[src/design/sfr_pkg.sv]
// ----------------------------------------------------------------------------
// sfr_pkg
// Shared types and constants for the streaming find/replace block.
// ----------------------------------------------------------------------------
package sfr_pkg;

  localparam int WIN_DEPTH       = 8;
  localparam int MAX_PATTERN     = 8;
  localparam int MAX_REPLACEMENT = 8;
  localparam int SLOT_W          = $clog2(WIN_DEPTH);
  localparam int COUNT_W         = $clog2(WIN_DEPTH + 1);

  typedef enum logic [1:0] {
    REG_PATTERN_BYTES,
    REG_PATTERN_LENGTH,
    REG_REPLACEMENT_BYTES,
    REG_REPLACEMENT_LENGTH
  } reg_index_t;

  // control broadcast along the cell row
  typedef struct packed {
    logic              load;
    logic [SLOT_W-1:0] slot;
    logic              shift;
  } cell_ctrl_t;

endpackage

[src/design/sfr_cell.sv]
// ----------------------------------------------------------------------------
// sfr_cell
// One window position: holds a pending byte, compares it with its pattern
// byte, and takes its neighbor's byte when the row shifts toward the head.
// ----------------------------------------------------------------------------
module sfr_cell (
  input  logic       clk,
  input  logic       load,
  input  logic       shift,
  input  logic [7:0] load_byte,
  input  logic [7:0] next_byte,
  input  logic [7:0] pattern_byte,
  output logic [7:0] data,
  output logic       eq
);

  always_ff @(posedge clk) begin
    if (load) begin
      data <= load_byte;
    end else if (shift) begin
      data <= next_byte;
    end
  end

  assign eq = (data == pattern_byte);

endmodule

[src/design/sfr_window.sv]
// ----------------------------------------------------------------------------
// sfr_window
// Row of window cells. Cell 0 holds the oldest pending byte; a shift moves
// every byte one cell toward the head.
// ----------------------------------------------------------------------------
module sfr_window (
  input  logic                             clk,
  input  sfr_pkg::cell_ctrl_t              ctrl,
  input  logic [7:0]                       in_byte,
  input  logic [8*sfr_pkg::WIN_DEPTH-1:0]  pattern_bytes,
  output logic [7:0]                       head_byte,
  output logic [sfr_pkg::WIN_DEPTH-1:0]    eq
);

  logic [7:0] data [sfr_pkg::WIN_DEPTH];

  for (genvar i = 0; i < sfr_pkg::WIN_DEPTH; i++) begin : g_cell
    logic [7:0] next_byte;

    if (i == sfr_pkg::WIN_DEPTH - 1) begin : g_tail
      assign next_byte = 8'h00;
    end else begin : g_mid
      assign next_byte = data[i+1];
    end

    sfr_cell u_cell (
      .clk          (clk),
      .load         (ctrl.load && (ctrl.slot == sfr_pkg::SLOT_W'(i))),
      .shift        (ctrl.shift),
      .load_byte    (in_byte),
      .next_byte    (next_byte),
      .pattern_byte (pattern_bytes[8*i +: 8]),
      .data         (data[i]),
      .eq           (eq[i])
    );
  end

  assign head_byte = data[0];

endmodule

[src/design/streaming_find_replace.sv]
// ----------------------------------------------------------------------------
// streaming_find_replace
// Replaces every leftmost, non-overlapping occurrence of a pattern in a byte
// stream with a replacement string, and closes each text with a count marker.
//
// Usage: text items enter on in_byte/in_last under in_valid/in_stall; result
// items leave on out_byte/byte_valid/match_total/out_last under
// out_valid/out_stall. Pattern and replacement are set over the APB port at
// byte addresses 0, 8, 16 and 24 while the block is idle.
// Timing: an item is taken in one cycle and judged against the pattern in
// the next. The output register is then filled once a cycle while the output
// is not stalled, and the cell row shifts one position for each pending byte
// sent out. in_stall stays high until all results of the item are in the
// output register.
// Reset empties the window, clears the match count and the output valid flag,
// and clears the configuration (pattern length resets to 1). A stalled result
// holds the output register and the block waits with it; nothing is dropped.
// ----------------------------------------------------------------------------
module streaming_find_replace (
  input  logic        clk,
  input  logic        rst,
  // config
  input  logic        psel,
  input  logic        penable,
  input  logic        pwrite,
  input  logic [4:0]  paddr,
  input  logic [63:0] pwdata,
  output logic [63:0] prdata,
  output logic        pready,
  // input items
  input  logic        in_valid,
  output logic        in_stall,
  input  logic [7:0]  in_byte,
  input  logic        in_last,
  // result items
  output logic        out_valid,
  input  logic        out_stall,
  output logic [7:0]  out_byte,
  output logic        byte_valid,
  output logic [31:0] match_total,
  output logic        out_last
);

  localparam int CW = sfr_pkg::COUNT_W;
  localparam int SW = sfr_pkg::SLOT_W;

  typedef enum logic [2:0] {
    S_IDLE,
    S_EVAL,
    S_DRAIN,
    S_REPL,
    S_FLUSH
  } state_t;

  state_t      state;
  logic [63:0] pattern_bytes;
  logic [3:0]  pattern_length;
  logic [63:0] replacement_bytes;
  logic [3:0]  replacement_length;
  logic [CW-1:0] count;
  logic [CW-1:0] drain_n;
  logic [SW-1:0] rep_idx;
  logic          last_q;
  logic [31:0]   match_counter;

  logic [CW-1:0] plen;
  logic [CW-1:0] rlen;
  logic [sfr_pkg::WIN_DEPTH-1:0] eq;
  logic [sfr_pkg::WIN_DEPTH-1:0] used;
  logic          hit;
  logic [7:0]    head_byte;
  logic          slot_free;
  logic          accept;
  logic          cfg_write;
  state_t        after;
  sfr_pkg::cell_ctrl_t ctrl;

  // config port
  assign pready    = 1'b1;
  assign cfg_write = psel && penable && pwrite && pready;

  always_ff @(posedge clk) begin
    if (rst) begin
      pattern_bytes      <= '0;
      pattern_length     <= 4'd1;
      replacement_bytes  <= '0;
      replacement_length <= '0;
    end else if (cfg_write) begin
      case (sfr_pkg::reg_index_t'(paddr[4:3]))
        sfr_pkg::REG_PATTERN_BYTES:      pattern_bytes      <= pwdata;
        sfr_pkg::REG_PATTERN_LENGTH:     pattern_length     <= pwdata[3:0];
        sfr_pkg::REG_REPLACEMENT_BYTES:  replacement_bytes  <= pwdata;
        sfr_pkg::REG_REPLACEMENT_LENGTH: replacement_length <= pwdata[3:0];
        default: ;
      endcase
    end
  end

  always_comb begin
    case (sfr_pkg::reg_index_t'(paddr[4:3]))
      sfr_pkg::REG_PATTERN_BYTES:      prdata = pattern_bytes;
      sfr_pkg::REG_PATTERN_LENGTH:     prdata = {60'd0, pattern_length};
      sfr_pkg::REG_REPLACEMENT_BYTES:  prdata = replacement_bytes;
      sfr_pkg::REG_REPLACEMENT_LENGTH: prdata = {60'd0, replacement_length};
      default:                         prdata = '0;
    endcase
  end

  // effective lengths
  always_comb begin
    if (pattern_length == 4'd0) begin
      plen = CW'(1);
    end else if (pattern_length > 4'(sfr_pkg::MAX_PATTERN)) begin
      plen = CW'(sfr_pkg::MAX_PATTERN);
    end else begin
      plen = CW'(pattern_length);
    end
    if (replacement_length > 4'(sfr_pkg::MAX_REPLACEMENT)) begin
      rlen = CW'(sfr_pkg::MAX_REPLACEMENT);
    end else begin
      rlen = CW'(replacement_length);
    end
  end

  always_comb begin
    for (int i = 0; i < sfr_pkg::WIN_DEPTH; i++) begin
      used[i] = (CW'(i) < plen);
    end
  end

  assign hit = &(eq | ~used);

  assign in_stall  = (state != S_IDLE);
  assign accept    = in_valid && !in_stall;
  assign slot_free = !out_valid || !out_stall;
  assign after     = last_q ? S_FLUSH : S_IDLE;

  always_comb begin
    ctrl.load  = accept;
    ctrl.slot  = count[SW-1:0];
    ctrl.shift = slot_free &&
                 ((state == S_DRAIN) || ((state == S_FLUSH) && (count != '0)));
  end

  sfr_window u_window (
    .clk           (clk),
    .ctrl          (ctrl),
    .in_byte       (in_byte),
    .pattern_bytes (pattern_bytes),
    .head_byte     (head_byte),
    .eq            (eq)
  );

  always_ff @(posedge clk) begin
    if (rst) begin
      state         <= S_IDLE;
      count         <= '0;
      match_counter <= '0;
      out_valid     <= 1'b0;
    end else begin
      // draining, replacing and flushing emit an item whenever the slot is free
      if (slot_free) begin
        out_valid <= state inside {S_DRAIN, S_REPL, S_FLUSH};
      end
      case (state)
        S_IDLE: begin
          if (accept) begin
            count  <= count + CW'(1);
            last_q <= in_last;
            state  <= S_EVAL;
          end
        end
        S_EVAL: begin
          if (count > plen) begin
            drain_n <= count - plen + CW'(1);
            state   <= S_DRAIN;
          end else if (count == plen) begin
            if (hit) begin
              count   <= '0;
              rep_idx <= '0;
              if (match_counter != 32'hFFFF_FFFF) begin
                match_counter <= match_counter + 32'd1;
              end
              state <= (rlen == '0) ? after : S_REPL;
            end else begin
              drain_n <= CW'(1);
              state   <= S_DRAIN;
            end
          end else begin
            state <= after;
          end
        end
        S_DRAIN: begin
          if (slot_free) begin
            out_byte    <= head_byte;
            byte_valid  <= 1'b1;
            match_total <= '0;
            out_last    <= 1'b0;
            count       <= count - CW'(1);
            drain_n     <= drain_n - CW'(1);
            if (drain_n == CW'(1)) begin
              state <= after;
            end
          end
        end
        S_REPL: begin
          if (slot_free) begin
            out_byte    <= replacement_bytes[8*rep_idx +: 8];
            byte_valid  <= 1'b1;
            match_total <= '0;
            out_last    <= 1'b0;
            rep_idx     <= rep_idx + SW'(1);
            if ({1'b0, rep_idx} == rlen - CW'(1)) begin
              state <= after;
            end
          end
        end
        S_FLUSH: begin
          if (slot_free) begin
            if (count != '0) begin
              out_byte    <= head_byte;
              byte_valid  <= 1'b1;
              match_total <= '0;
              out_last    <= 1'b0;
              count       <= count - CW'(1);
            end else begin
              out_byte      <= '0;
              byte_valid    <= 1'b0;
              match_total   <= match_counter;
              out_last      <= 1'b1;
              match_counter <= '0;
              state         <= S_IDLE;
            end
          end
        end
        default: state <= S_IDLE;
      endcase
    end
  end

  // a new byte always finds a free cell
  a_room_on_accept: assert property (@(posedge clk) disable iff (rst)
    accept |-> (count < CW'(sfr_pkg::WIN_DEPTH)))
    else $error("window full at accept");

  // the window is never left full between items
  a_idle_count: assert property (@(posedge clk) disable iff (rst)
    (state == S_IDLE) |-> (count < plen || count < CW'(sfr_pkg::WIN_DEPTH)))
    else $error("window overfull while idle");

  // an item always lands in the window before it is judged
  a_eval_nonempty: assert property (@(posedge clk) disable iff (rst)
    (state == S_EVAL) |-> (count != '0))
    else $error("evaluation with empty window");

  // end marker carries no text byte
  a_marker_form: assert property (@(posedge clk) disable iff (rst)
    (out_valid && out_last) |-> (!byte_valid && out_byte == 8'h00))
    else $error("malformed end marker");

  // a drain never runs past the bytes held
  a_drain_bound: assert property (@(posedge clk) disable iff (rst)
    (state == S_DRAIN) |-> (drain_n != '0 && drain_n <= count))
    else $error("drain beyond window");

endmodule

[config.mk]
export PLATFORM = sky130hd
export DESIGN_NAME = streaming_find_replace
export DESIGN_NICKNAME = d
export VERILOG_FILES = /design/src/design/sfr_pkg.sv /design/src/design/sfr_cell.sv /design/src/design/sfr_window.sv /design/src/design/streaming_find_replace.sv
export SDC_FILE = /design/constraint.sdc
export NUM_CORES = 1
export LEC_CHECK = 0
export BUFFER_PORTS_ARGS = -buffer_cell sky130_fd_sc_hd__buf_2
export CAP_MARGIN = 15
export CORE_UTILIZATION = 55
export DETAILED_ROUTE_END_ITERATION = 6
export PLACE_DENSITY = 0.79
export SLEW_MARGIN = 40
export SYNTH_ARGS = -nofsm -noshare
export SYNTH_HDL_FRONTEND = slang
export SYNTH_SLANG_ARGS = --single-unit
[constraint.sdc]
create_clock -name clk -period 9.3 [get_ports clk]
set_input_delay 1.86 -clock clk [delete_from_list [all_inputs] [get_ports clk]]
set_output_delay 1.86 -clock clk [all_outputs]
set_load 0.02 [all_outputs]
* After elaboration in Yosys (flattened, before gate mapping) *
Cells that the tools add are included.

cells by class
  eq/ne operators = 41
  bitwise operators = 3
  muxes and demuxes = 75
  reductions and logical operators = 53
  shift-type cells = 1
  magnitude comparators = 11
  add/sub/neg operators = 8

operators by type and width
  operator               count
  $mux 32                9
  $pmux 64 s4            1
  $mux 8                 20
  $pmux 32 s2            2
  $eq 8x8->1             8
  $shiftx 64x7->8        1
  $mux 4                 14
  $mux 3                 16
  $add 32x1->32 const B  1
  $ne 32x32->1 const B   1
  $pmux 8 s3             1
  $reduce_bool 2->1      12
  $ne 2x2->1 const B     9
  $lt 3x4->1 const A     4
  $pmux 4 s4             1
  $reduce_and 8->1       2
  $eq 3x3->1 const B     5
  $pmux 3 s5             1
  $reduce_and 7->1       2
  $logic_and 1x1->1      13
  $eq 3x2->1 const B     4
  $sub 4x1->4 const B    3
  $reduce_and 5->1       2
  $add 4x1->4 const B    2
  33 further kinds       58

word-level totals
  word-level logic and storage cells = 215
  input bits = 85
  register bits after elaboration = 290

* Longest topological paths before layout *
Gate-level depths: netlist of run 1.

  depth in word-level cells = 11
  gate-level depth with buffers = 12
  mapped depth without buffers = 11

* Hierarchy *
From an unflattened synthesis of run 1, not the netlist that was laid out.

unflattened totals
  cells, all modules = 1,459
  area total of the unflattened synthesis = 14,546.5 µm²

by module, submodules not included
  module                  cells each  area an instance (µm²)  instances
  streaming_find_replace  1,218       10,732.8                1
  sfr_cell                29          464.2                   8
  sfr_window              9           100.1                   1

* Worst setup path before layout of run 1 *
OpenSTA, ideal clock, no wires.

  kind = input to output
  start point = in paddr[4]
  end point = out prdata[10]
  arrival time = 3.329 ns
  stages on the path = 5
  buffers on the path = 3
  slack = 4.111 ns
  data required time = 7.440 ns
  cell sequence = clkbuf_1 -> buf_1 -> clkbuf_1 -> mux2i_1 -> nor2_1

between the ends
  cells in the longest elaborated chain, start to end = 2
  elaborated cells on any way between the ends = 5
  classes of those cells = 3 x eq/ne; 1 x mux; 1 x reduce/logical

ends and longest elaborated chain
  item                                line                           RTL
  start, declared                     streaming_find_replace.sv:26   input logic [4:0] paddr,
  $eq 2x2->1 (tied with other cells)  streaming_find_replace.sv:100  case (sfr_pkg::reg_index_t'(paddr[4:3]))
  $pmux 64 s4 *                       streaming_find_replace.sv:100
  end, declared                       streaming_find_replace.sv:28   output logic [63:0] prdata,

Mark *: on every way between the ends. The rest lies on a longest branch, timed or not.

* Worst setup path in the final report of run 1 *
  start point = in paddr[4]
  end point = out prdata[11]

The elaborated chain is that of the path after synthesis.

==> impl_metrics.py, run 1 <==
metrics = {
    "drt": {
        "finalWirelength_mm": 39.28,
        "top_layer": "met4",
        "wl_met3_mm": 3.523,
        "dr_wl_met2_mm": 18.89,
        "wl_met1_mm": 15.50,
        "routed_via_density": 5.980,
        "ant_nets": 0,
        "dr.pass1.iters": 5,
        "drc": 0,
        "drt_iter0_drc": 987,
        "num_vias": 11820,
        "wl_per_cell_um": 19.88,
    },
    "cells_and_area": {
        "num-fill-cells": 1999,
        "area_growth_syn_to_layout_pct": 15.82,
        "antenna_cells": 0,
        "drive_above_1_share_pct": 21.20,
        "nets": 1724,
        "final_util_pct": 65.23,
    },
    "logic_synthesis": {
        "ys_ff_latch": 290,
        "synth.distinct_cells": 65,
        "ys_seq_area_share_pct": 48.83,
        "syn_avg_cell_area_um2": 9.598,
        "yosysTopAreaCell": "dfxtp_1",
        "yosysMostFrequentCell": "nand2_1",
        "synth_top_family_by_area": "simple AND/OR/NAND/NOR gates",
        "yosys.area_share.simple_pct": 19.39,
        "synth_warnings": 0,
        "synth_area_um2": 14220,
        "synth-adder-area-share_pct": 1.654,
        "synth_cells": 1482,
        "yosysTopAreaCellShare_pct": 24.77,
        "synth_commonest_cells": "nand2_1 (303), dfxtp_1 (176), a21oi_1 (165)",
        "async_reset_ff_share_pct": 0,
        "synthMuxAreaShare_pct": 13.30,
        "synthesis.nets": 1584,
        "synth_edf_count": 114,
        "synthXorXnorAreaFrac_pct": 4.495,
        "synth-main-ff-cell": "dfxtp_1",
        "netlist_top_cells_area": "dfxtp_1 (25%), edfxtp_1 (24%), nand2_1 (8.0%)",
        "synth_compound_area_share_pct": 9.262,
    },
    "placed_design": {
        "place.gp.congestion": 0.9047,
        "hpwl_mm": 26.82,
        "portBuffers": 189,
    },
    "clock_network": {
        "clk_latency_ns": 0.56,
        "numCtsBuffers": 30,
        "cts_sinks": 290,
        "clk_pin_slew_worst_paths_ns": 0.06,
        "holdBufCountCts": 0,
        "post-cts-setup-buffers": 0,
        "cts_max_path_buffers": 3,
        "cts_tree": "done",
        "cts.repair.resized": 0,
        "htree_num_levels": 1,
        "cts_root_buf": "clkbuf_16",
    },
    "worst_setup_path": {
        "worst_ep_arrival_time_ns": 3.45,
        "cp-start-kind": "primary input",
        "crit-reg2reg-launch": "state[2]$_SDFFE_PP0P_",
        "end_kind": "primary output",
        "cp_max_fo": 51,
        "critical_path_required_ns": 7.44,
        "reg2reg_to": "match_counter[13]$_SDFFE_PP0P_",
        "rrSetupSlack_ns": 5.90,
        "ff2ff_path_depth": 8,
        "worst-setup-path-type": "primary input to primary output",
    },
    "grt": {
        "grt_overflow": 0,
        "grt_pass1_wl_mm": 60.20,
        "grt_max_degree": 88,
        "grt_usage_pct": 29.17,
        "antenna_found_initial": 0,
        "grt_pass1_vias": 11020,
    },
    "sta": {
        "slew_headroom_pct": 43.05,
        "finalCriticalPeriod_ns": 5.312,
        "setup_viol": 0,
        "hold_viol": 0,
        "drv_slew": 0,
        "clock.fmax_mhz": 188.3,
        "finalSetupTns_ns": 0,
        "worstMarginPinSlew_ns": 0.8505,
        "whs_ns": 0.4795,
        "finClkSkew_ns": 0.01535,
        "post-route-period-util_pct": 57.11,
        "rsz0062_at_grt": "no",
    },
    "power": {
        "power.leakage_nw": 6.485,
        "powerDensity_nw_per_um2": 229.6,
        "ir_drop_mv": 0.1493,
        "p_total_mw": 3.782,
    },
    "flow_run": {
        "drv_cap": 0,
    },
    "status": {
        "status": "finished, final reports clean",
    },
    "min_path": {
        "hold_depth": 2,
        "hold_end": "replacement_bytes[18]$_SDFFE_PP0P_",
        "hold_path_startpoint": "replacement_bytes[18]$_SDFFE_PP0P_",
        "hold_class": "flop to flop",
    },
    "floorplan": {
        "start_util_pct": 56.33,
        "rows": 58,
        "die_y_um": 162.8,
        "num_io_pins": 194,
        "coreArea_um2": 25250,
        "die_w_um": 162.8,
        "dieArea_um2": 26510,
    },
}
==> worst max-delay path, cell delays in order <==
cell,delay (ns)
buf_4,0.29
buf_6,0.60
mux2i_1,0.38
nor2_1,0.08
buf_2,0.19
==> power by group <==
group	switching (mW)	internal, mW
clock network	0.514	0.753
registers	0.135	1.55
logic	0.542	0.291
total	1.19	2.59
==> area by class of cell <==
cell class                      count  area [um^2]  share of cell area, %
Timing Repair Buffer              203         1067                  6.478
Clock inverter                     17        191.4                  1.162
Inverter                           17        63.81                 0.3873
Multi-Input combinational cell   1080         6945                  42.16
Clock buffer                       39        847.1                  5.142
Sequential cell                   290         6947                  42.17
Tap cell                          330        412.9                  2.506
==> stage by stage <==
stage	cells	setup WS (ns)	instance area, um^2
global route	1976	3.906	16470
detailed placement	1920	4.010	15410
global placement	1919	3.799	15380
finish	1976	3.988	16470
CTS	1976	4.006	16450
floorplan	1482	4.111	14220
==> worst max-delay path by stage <==
stage / from / end
floorplan: paddr[4] / prdata[10]
global placement: paddr[4] / prdata[11]
detailed placement: paddr[4] / prdata[11]
CTS: paddr[4] / prdata[11]
global route: paddr[4] / prdata[11]
finish: paddr[4] / prdata[11]
==> sequential cells by signal, indices dropped and copies added (netlist names) <==
| register | cells |
|---|---|
| replacement_length | 4 |
| byte_valid | 1 |
| u_window.g_cell.u_cell.data | 64 |
| rep_idx | 3 |
| replacement_bytes | 64 |
| match_counter | 32 |
| pattern_length | 4 |
| out_valid | 1 |
| last_q | 1 |
| out_last | 1 |
| drain_n | 4 |
| count | 4 |
| state | 3 |
| pattern_bytes | 64 |
| out_byte | 8 |
| match_total | 32 |
==> cells in the final DEF, fill, tap and decap left out, types with 7 or more instances in the layout <==
master,count
inv_1,15
clkbuf_16,32
a211oi_1,7
buf_2,187
or3_1,29
mux2_2,56
nand3_1,23
mux2i_1,81
nor4_1,17
xor2_1,56
edfxtp_1,114
and2_1,15
nand2b_1,9
nand2_1,302
and3_1,43
nor2_1,101
dfxtp_1,176
ha_1,14
a21oi_1,165
xnor2_1,17
buf_4,13
nand4_1,15
o21ai_0,32
mux4_2,20
==> metal layers <==
metal,vias up,GRT usage [%]
met4,0,11.30
met2,582,47.64
met5,-,0
li1,5501,-
met3,95,4.558
met1,5639,38.87
==> cell families (layout without fill, tap and decap cells) <==
group,after synthesis,in the layout
buffers and inverters,112,276
adders and majority gates,17,17
xor gates and xnor gates,73,73
muxes,157,157
AOI/OAI and AO/OA,239,239
and+or+nand+nor,593,593
other,1,1
DFF,290,290
Power figures use the tool's default switching activity.
==> run 2: changes to the inputs <==
--- a/config.mk
+++ b/config.mk
@@ -5,9 +5,10 @@
 export SDC_FILE = /design/constraint.sdc
 export NUM_CORES = 1
 export LEC_CHECK = 0
+export ABC_AREA = 1
 export BUFFER_PORTS_ARGS = -buffer_cell sky130_fd_sc_hd__buf_2
 export CAP_MARGIN = 15
-export CORE_UTILIZATION = 55
+export CORE_UTILIZATION = 53
 export DETAILED_ROUTE_END_ITERATION = 6
 export PLACE_DENSITY = 0.79
 export SLEW_MARGIN = 40
==> constraint.sdc (replaced) <==
create_clock -name clk -period 4.5 [get_ports clk]
set_input_delay 0.9 -clock clk [delete_from_list [all_inputs] [get_ports clk]]
set_output_delay 0.9 -clock clk [all_outputs]
set_load 0.02 [all_outputs]
==> run 2 against run 1 <==
  * Utilization decreased by 3.3 points
  * Synthesized cell count increased by 24%
  * Final cell count increased by 19%
  * Total power increased by 110%
  * Via count increased by 15%
  * Wire length increased by 12%
  * Setup slack got worse by 3.0 ns
  * Worst hold slack got worse by 0.0043 ns
  * Critical path depth unchanged
  * Sequential cell count unchanged
  * Clock-buffer cell count decreased by 4
  * Critical path type unchanged
  * Critical endpoint is now prdata[13]
  * Largest power group unchanged
==> impl_metrics.py, run 2 <==
metrics = {
    "status": {
        "status": "finished, final reports clean",
    },
    "clock_network": {
        "post-cts-setup-buffers": 0,
        "clk_pin_slew_worst_paths_ns": 0.06,
        "numCtsBuffers": 31,
        "cts_root_buf": "clkbuf_16",
        "cts_sinks": 290,
        "holdBufCountCts": 0,
        "cts_max_path_buffers": 3,
        "cts.repair.resized": 0,
        "clk_latency_ns": 0.58,
        "cts_tree": "done",
        "htree_num_levels": 1,
    },
    "drt": {
        "wl_per_cell_um": 18.68,
        "finalWirelength_mm": 44.04,
        "dr.pass1.iters": 5,
        "ant_nets": 0,
        "drc": 0,
        "drt_iter0_drc": 1417,
        "num_vias": 13540,
        "routed_via_density": 5.745,
    },
    "logic_synthesis": {
        "ys_ff_latch": 290,
        "synth_area_um2": 14560,
        "netlist_top_cells_area": "dfxtp_1 (24%), edfxtp_1 (24%), o21ai_0 (8.8%)",
        "synth-main-ff-cell": "dfxtp_1",
        "yosysTopAreaCellShare_pct": 24.19,
        "syn_avg_cell_area_um2": 7.915,
        "synth_edf_count": 114,
        "synth_cells": 1840,
        "yosysTopAreaCell": "dfxtp_1",
        "synthesis.nets": 1942,
        "synth_warnings": 0,
        "ys_seq_area_share_pct": 47.70,
        "yosysMostFrequentCell": "nand2_1",
        "synth.distinct_cells": 49,
        "synth_commonest_cells": "nand2_1 (324), nor2_1 (322), o21ai_0 (256)",
        "async_reset_ff_share_pct": 0,
    },
    "cells_and_area": {
        "fin_cells": 2357,
        "top_regs": "pattern_bytes x64, replacement_bytes x64, u_window.g_cell.u_cell.data x64",
        "nets": 2091,
        "area_growth_syn_to_layout_pct": 14.69,
        "drive_above_1_share_pct": 16.53,
        "mostFrequentLayoutCells": "nand2_1 (324), nor2_1 (320), o21ai_0 (256), buf_2 (189), dfxtp_1 (176)",
        "final_common_cell": "nand2_1",
        "num-fill-cells": 2304,
    },
    "worst_setup_path": {
        "worstPathCellList": "buf_2, nor2_4, inv_1, o21ai_0, buf_2",
        "worst-setup-path-type": "primary input to primary output",
        "critPathTopFamily": "buffers and inverters",
        "critical_path_required_ns": 3.60,
        "crit_slowest_cell": "nor2_4",
        "cp_max_fo": 24,
        "path_buf_inv": 3,
        "worst_ep_arrival_time_ns": 2.63,
        "cp-start-kind": "primary input",
        "critical-path-max-stage-delay_ns": 0.55,
        "end_kind": "primary output",
        "worst_path_most_repeated_cell": "buf_2",
    },
    "sta": {
        "whs_ns": 0.4753,
        "worstMarginPinSlew_ns": 0.8589,
        "hold_viol": 0,
        "finalCriticalPeriod_ns": 3.530,
        "finalSetupTns_ns": 0,
        "worst_slack_ns": 0.9696,
        "finClkSkew_ns": 0.02809,
        "rsz0062_at_grt": "no",
        "post-route-period-util_pct": 78.45,
        "slew_headroom_pct": 42.36,
        "setup_viol": 0,
        "drv_slew": 0,
        "clock.fmax_mhz": 283.3,
    },
    "floorplan": {
        "start_util_pct": 54.04,
        "die_w_um": 167.8,
        "coreArea_um2": 26950,
        "die_y_um": 167.8,
        "dieArea_um2": 28150,
        "num_io_pins": 194,
        "rows": 60,
    },
    "grt": {
        "grt_overflow": 0,
        "grt_usage_pct": 30.90,
        "grt_pass1_vias": 12660,
        "grt_max_degree": 54,
        "grt_pass1_wl_mm": 68.25,
        "antenna_found_initial": 2,
    },
    "power": {
        "ir_drop_mv": 0.3156,
        "switching_share_pct": 33.26,
        "power.leakage_nw": 6.819,
        "combinationalPowerShare_pct": 23.6,
        "p_int_mw": 5.226,
        "power.switching_mw": 2.604,
        "p_total_mw": 7.831,
        "powerDensity_nw_per_um2": 468.8,
        "pwr-share-clk_pct": 32.8,
        "power_frac_seq_pct": 43.7,
    },
    "flow_run": {
        "drv_cap": 0,
    },
    "placed_design": {
        "dp_worst_setup_slack_ns": 1.067,
        "portBuffers": 189,
        "placed_cells": 2297,
        "hpwl_mm": 31.75,
        "place.gp.congestion": 0.9638,
    },
    "min_path": {
        "hold_class": "flop to flop",
    },
}
-- run 2: cell count changes in the layout (fill, tap and decap cells not counted), moves of 42 or more --
cell | previous run | this run
a21oi_1 | 165 | 91
and3_1 | 43 | 1
inv_1 | 15 | 139
mux2_2 | 56 | 0
mux2i_1 | 81 | 0
nor2_1 | 101 | 320
o21ai_0 | 32 | 256
-- run 2: logic make-up (layout without fill, tap and decap cells) --
kind of cell               Yosys count  count (layout)  share of synthesized area, %
DFF                                290             290                         47.70
other                                1               3                       0.02575
xor gates and xnor gates            94              94                         5.653
AOI/OAI and AO/OA                  425             425                         16.36
buffers and inverters              245             419                         6.795
adders and majority gates           17              17                         1.615
and+or+nand+nor                    768             768                         21.86
-- run 2: layout make-up --
class	instances	area, um^2	share of cell area, %
timing repair buffer	206	1074	6.427
tap	341	426.7	2.554
clock inverter	23	229.0	1.371
sequential	290	6947	41.59
inverter	155	589.3	3.528
antenna	2	5.005	0.02996
multi-input combinational	1305	6643	39.77
clock buffer	35	790.8	4.734
-- run 2: routing by layer --
layer	vias to the layer above	track usage (%)	wire [um]
li1	6363	-	-
met1	6374	39.39	17760
met2	659	51.12	20720
met4	0	14.92	2103
met3	145	5.125	3452
met5	-	0	0
-- run 2: tightest hold or removal path, cell delays in order (launching register included) --
cell and delay (ns):
dfxtp_1 0.30, inv_1 0.07, a21oi_1 0.06
-- run 2: path summary, 6_finish.rpt --
kind,start,cells past startpoint,slack (ns),end
worst max register to register,pattern_length[3]$_SDFFE_PP0P_,14,1.35,match_counter[4]$_SDFFE_PP0P_
worst min-delay path,replacement_bytes[23]$_SDFFE_PP0P_,2,0.48,replacement_bytes[23]$_SDFFE_PP0P_
worst min register to register,replacement_bytes[23]$_SDFFE_PP0P_,2,0.48,replacement_bytes[23]$_SDFFE_PP0P_
worst max-delay path,paddr[4],5,0.97,prdata[13]
-- run 2: metrics by stage --
| step | area (um^2) | util [%] |
|---|---|---|
| after detailed placement | 15680 | 58.17 |
| after global routing | 16700 | 61.96 |
| after floorplan | 14560 | - |
| final | 16700 | 61.98 |
| after CTS | 16700 | 61.95 |
| after global placement | 15680 | 58.17 |
-- run 2: power groups by stage --
stage	Clock [mW]	Combinational (mW)	Sequential [mW]
floorplan	0	1.33	3.46
global placement	0	1.76	3.46
detailed placement	0	1.82	3.47
CTS	2.59	1.83	3.41
global route	2.70	2.05	3.44
finish	2.57	1.84	3.42
==> run 3: changes to the inputs <==
--- a/config.mk
+++ b/config.mk
@@ -8,7 +8,7 @@
 export ABC_AREA = 1
 export BUFFER_PORTS_ARGS = -buffer_cell sky130_fd_sc_hd__buf_2
 export CAP_MARGIN = 15
-export CORE_UTILIZATION = 53
+export CORE_UTILIZATION = 55
 export DETAILED_ROUTE_END_ITERATION = 6
 export PLACE_DENSITY = 0.79
 export SLEW_MARGIN = 40
==> constraint.sdc (replaced) <==
create_clock -name clk -period 3.6 [get_ports clk]
set_input_delay 0.72 -clock clk [delete_from_list [all_inputs] [get_ports clk]]
set_output_delay 0.72 -clock clk [all_outputs]
set_load 0.02 [all_outputs]
==> run 3 against run 2 <==
  * First-iteration DRC count down 6.5%
  * Clock power up 26%
  * Combinational power up 26%
  * Via count up 0.18%
  * Clock-buffer cell count up 13
  * Sequential power up 26%
  * Sequential cell count unchanged
  * Critical path type is now flop to flop
  * Critical endpoint is now match_counter[30]$_SDFFE_PP0P_
==> impl_metrics.py, run 3 (synthesis results as in run 2) <==
metrics = {
    "grt": {
        "antenna_found_initial": 4,
        "grt_pass1_wl_mm": 68.11,
        "grt_pass1_vias": 12660,
        "grt_overflow": 0,
        "grt_usage_pct": 32.73,
        "grt_max_degree": 139,
    },
    "status": {
        "status": "finished, final reports clean",
    },
    "power": {
        "p_int_mw": 6.567,
        "ir_drop_mv": 0.4281,
        "power.switching_mw": 3.282,
        "switching_share_pct": 33.32,
        "power_frac_seq_pct": 43.7,
        "combinationalPowerShare_pct": 23.5,
        "pwr-share-clk_pct": 32.8,
        "power.leakage_nw": 6.813,
        "powerDensity_nw_per_um2": 589.2,
    },
    "cells_and_area": {
        "drive_above_1_share_pct": 16.33,
        "final-seq-area_um2": 6947,
        "mostFrequentLayoutCells": "nand2_1 (324), nor2_1 (320), o21ai_0 (256), buf_2 (189), dfxtp_1 (176)",
        "final_common_cell": "nand2_1",
        "multi_input_area_um2": 6653,
        "nets": 2088,
        "area_growth_syn_to_layout_pct": 14.79,
        "final_util_pct": 64.33,
        "num-fill-cells": 2215,
        "top_regs": "pattern_bytes x64, replacement_bytes x64, u_window.g_cell.u_cell.data x64",
    },
    "worst_setup_path": {
        "cp_max_fo": 35,
        "rrSetupSlack_ns": 0.58,
        "end_kind": "flop",
        "worst-setup-path-type": "flop to flop",
        "critical_path_required_ns": 4.09,
        "cp-start-kind": "flop",
        "worst_ep_arrival_time_ns": 3.51,
    },
    "sta": {
        "rsz0062_at_grt": "no",
        "finClkSkew_ns": 0.02799,
        "worstMarginPinSlew_ns": 0.8414,
        "setup_viol": 0,
        "post-route-period-util_pct": 84.00,
        "drv_slew": 0,
        "finalCriticalPeriod_ns": 3.024,
        "finalSetupTns_ns": 0,
        "clock.fmax_mhz": 330.7,
        "slew_headroom_pct": 43.84,
        "hold_viol": 0,
    },
    "floorplan": {
        "rows": 59,
        "coreArea_um2": 25980,
        "die_w_um": 164.7,
        "dieArea_um2": 27130,
        "die_y_um": 164.7,
        "start_util_pct": 56.05,
        "num_io_pins": 194,
    },
    "clock_network": {
        "cts_root_buf": "clkbuf_16",
        "cts_tree": "done",
        "cts.repair.resized": 0,
        "clk_pin_slew_worst_paths_ns": 0.06,
        "htree_num_levels": 1,
        "numCtsBuffers": 30,
        "cts_max_path_buffers": 3,
        "clk_latency_ns": 0.57,
        "cts_sinks": 290,
        "post-cts-setup-buffers": 0,
        "holdBufCountCts": 0,
    },
    "drt": {
        "top_layer": "met5",
        "wl_met3_mm": 4.323,
        "drc": 0,
        "wl_met1_mm": 16.79,
        "num_vias": 13570,
        "wl_per_cell_um": 18.86,
        "finalWirelength_mm": 44.23,
        "dr_wl_met2_mm": 20.48,
        "routed_via_density": 5.785,
        "ant_nets": 0,
        "dr.pass1.iters": 7,
        "drt_iter0_drc": 1325,
    },
    "min_path": {
        "hold_class": "primary input to flop",
    },
    "flow_run": {
        "drv_cap": 0,
    },
    "placed_design": {
        "place.gp.congestion": 0.9756,
        "hpwl_mm": 31.33,
        "portBuffers": 189,
    },
}
[run 3: layout make-up]
cell class	count	share of cell area, %
multi-input cells	1305	39.79
flip-flops and latches	290	41.55
clock inverters	7	0.5988
repair buffers	204	6.482
diodes	1	0.01497
clock buffers	48	5.516
inverters	155	3.533
well taps	335	2.507
[run 3: through the flow]
stage               hold slack (ns)  power (mW)  setup WS, ns  std cells  cell area [um^2]
detailed placement           0.4587       6.633        0.6707       2289             15690
floorplan                    0.4396       5.986        0.6988       1840             14570
CTS                          0.3214       9.819        0.6524       2344             16710
finish                       0.3368       9.850        0.5761       2345             16720
global route                 0.3348       10.26        0.3973       2344             16710
global placement             0.4505       6.544        0.7909       2289             15690
[run 3: worst max-delay path, stage by stage (launching register included)]
cell and delay [ns]:
dfxtp_1 0.45, nor2_1 0.11, nand2_1 0.09, o21ai_0 0.26, ha_1 0.41, nand3_1 0.13, inv_2 0.10, nor2_2 0.05
inv_2 0.06, o21ai_2 0.06, nor3_4 0.40, nand2_8 0.25, inv_6 0.31, nand2_2 0.10, a21oi_2 0.13
[run 3: worst paths after layout]
kind                                       from                                 end  cells after the start
max reg2reg      pattern_length[3]$_SDFFE_PP0P_      match_counter[30]$_SDFFE_PP0P_                     14
max              pattern_length[3]$_SDFFE_PP0P_      match_counter[30]$_SDFFE_PP0P_                     14
min                                     in_last                    last_q$_DFFE_PP_                      1
min reg2reg  replacement_bytes[38]$_SDFFE_PP0P_  replacement_bytes[38]$_SDFFE_PP0P_                      2
[run 3: power groups by stage]
| stage | combinational, mW | clock, mW | sequential [mW] |
|---|---|---|---|
| after floorplan | 1.67 | 0 | 4.32 |
| after global placement | 2.19 | 0 | 4.35 |
| after detailed placement | 2.27 | 0 | 4.36 |
| after CTS | 2.29 | 3.23 | 4.30 |
| after global routing | 2.57 | 3.36 | 4.33 |
| final | 2.31 | 3.23 | 4.31 |
[run 3: routing by layer]
layer	up-vias	global-route usage, %
li1	6355	-
met1	6274	40.95
met2	782	53.42
met3	151	5.701
met4	4	18.43
met5	-	0
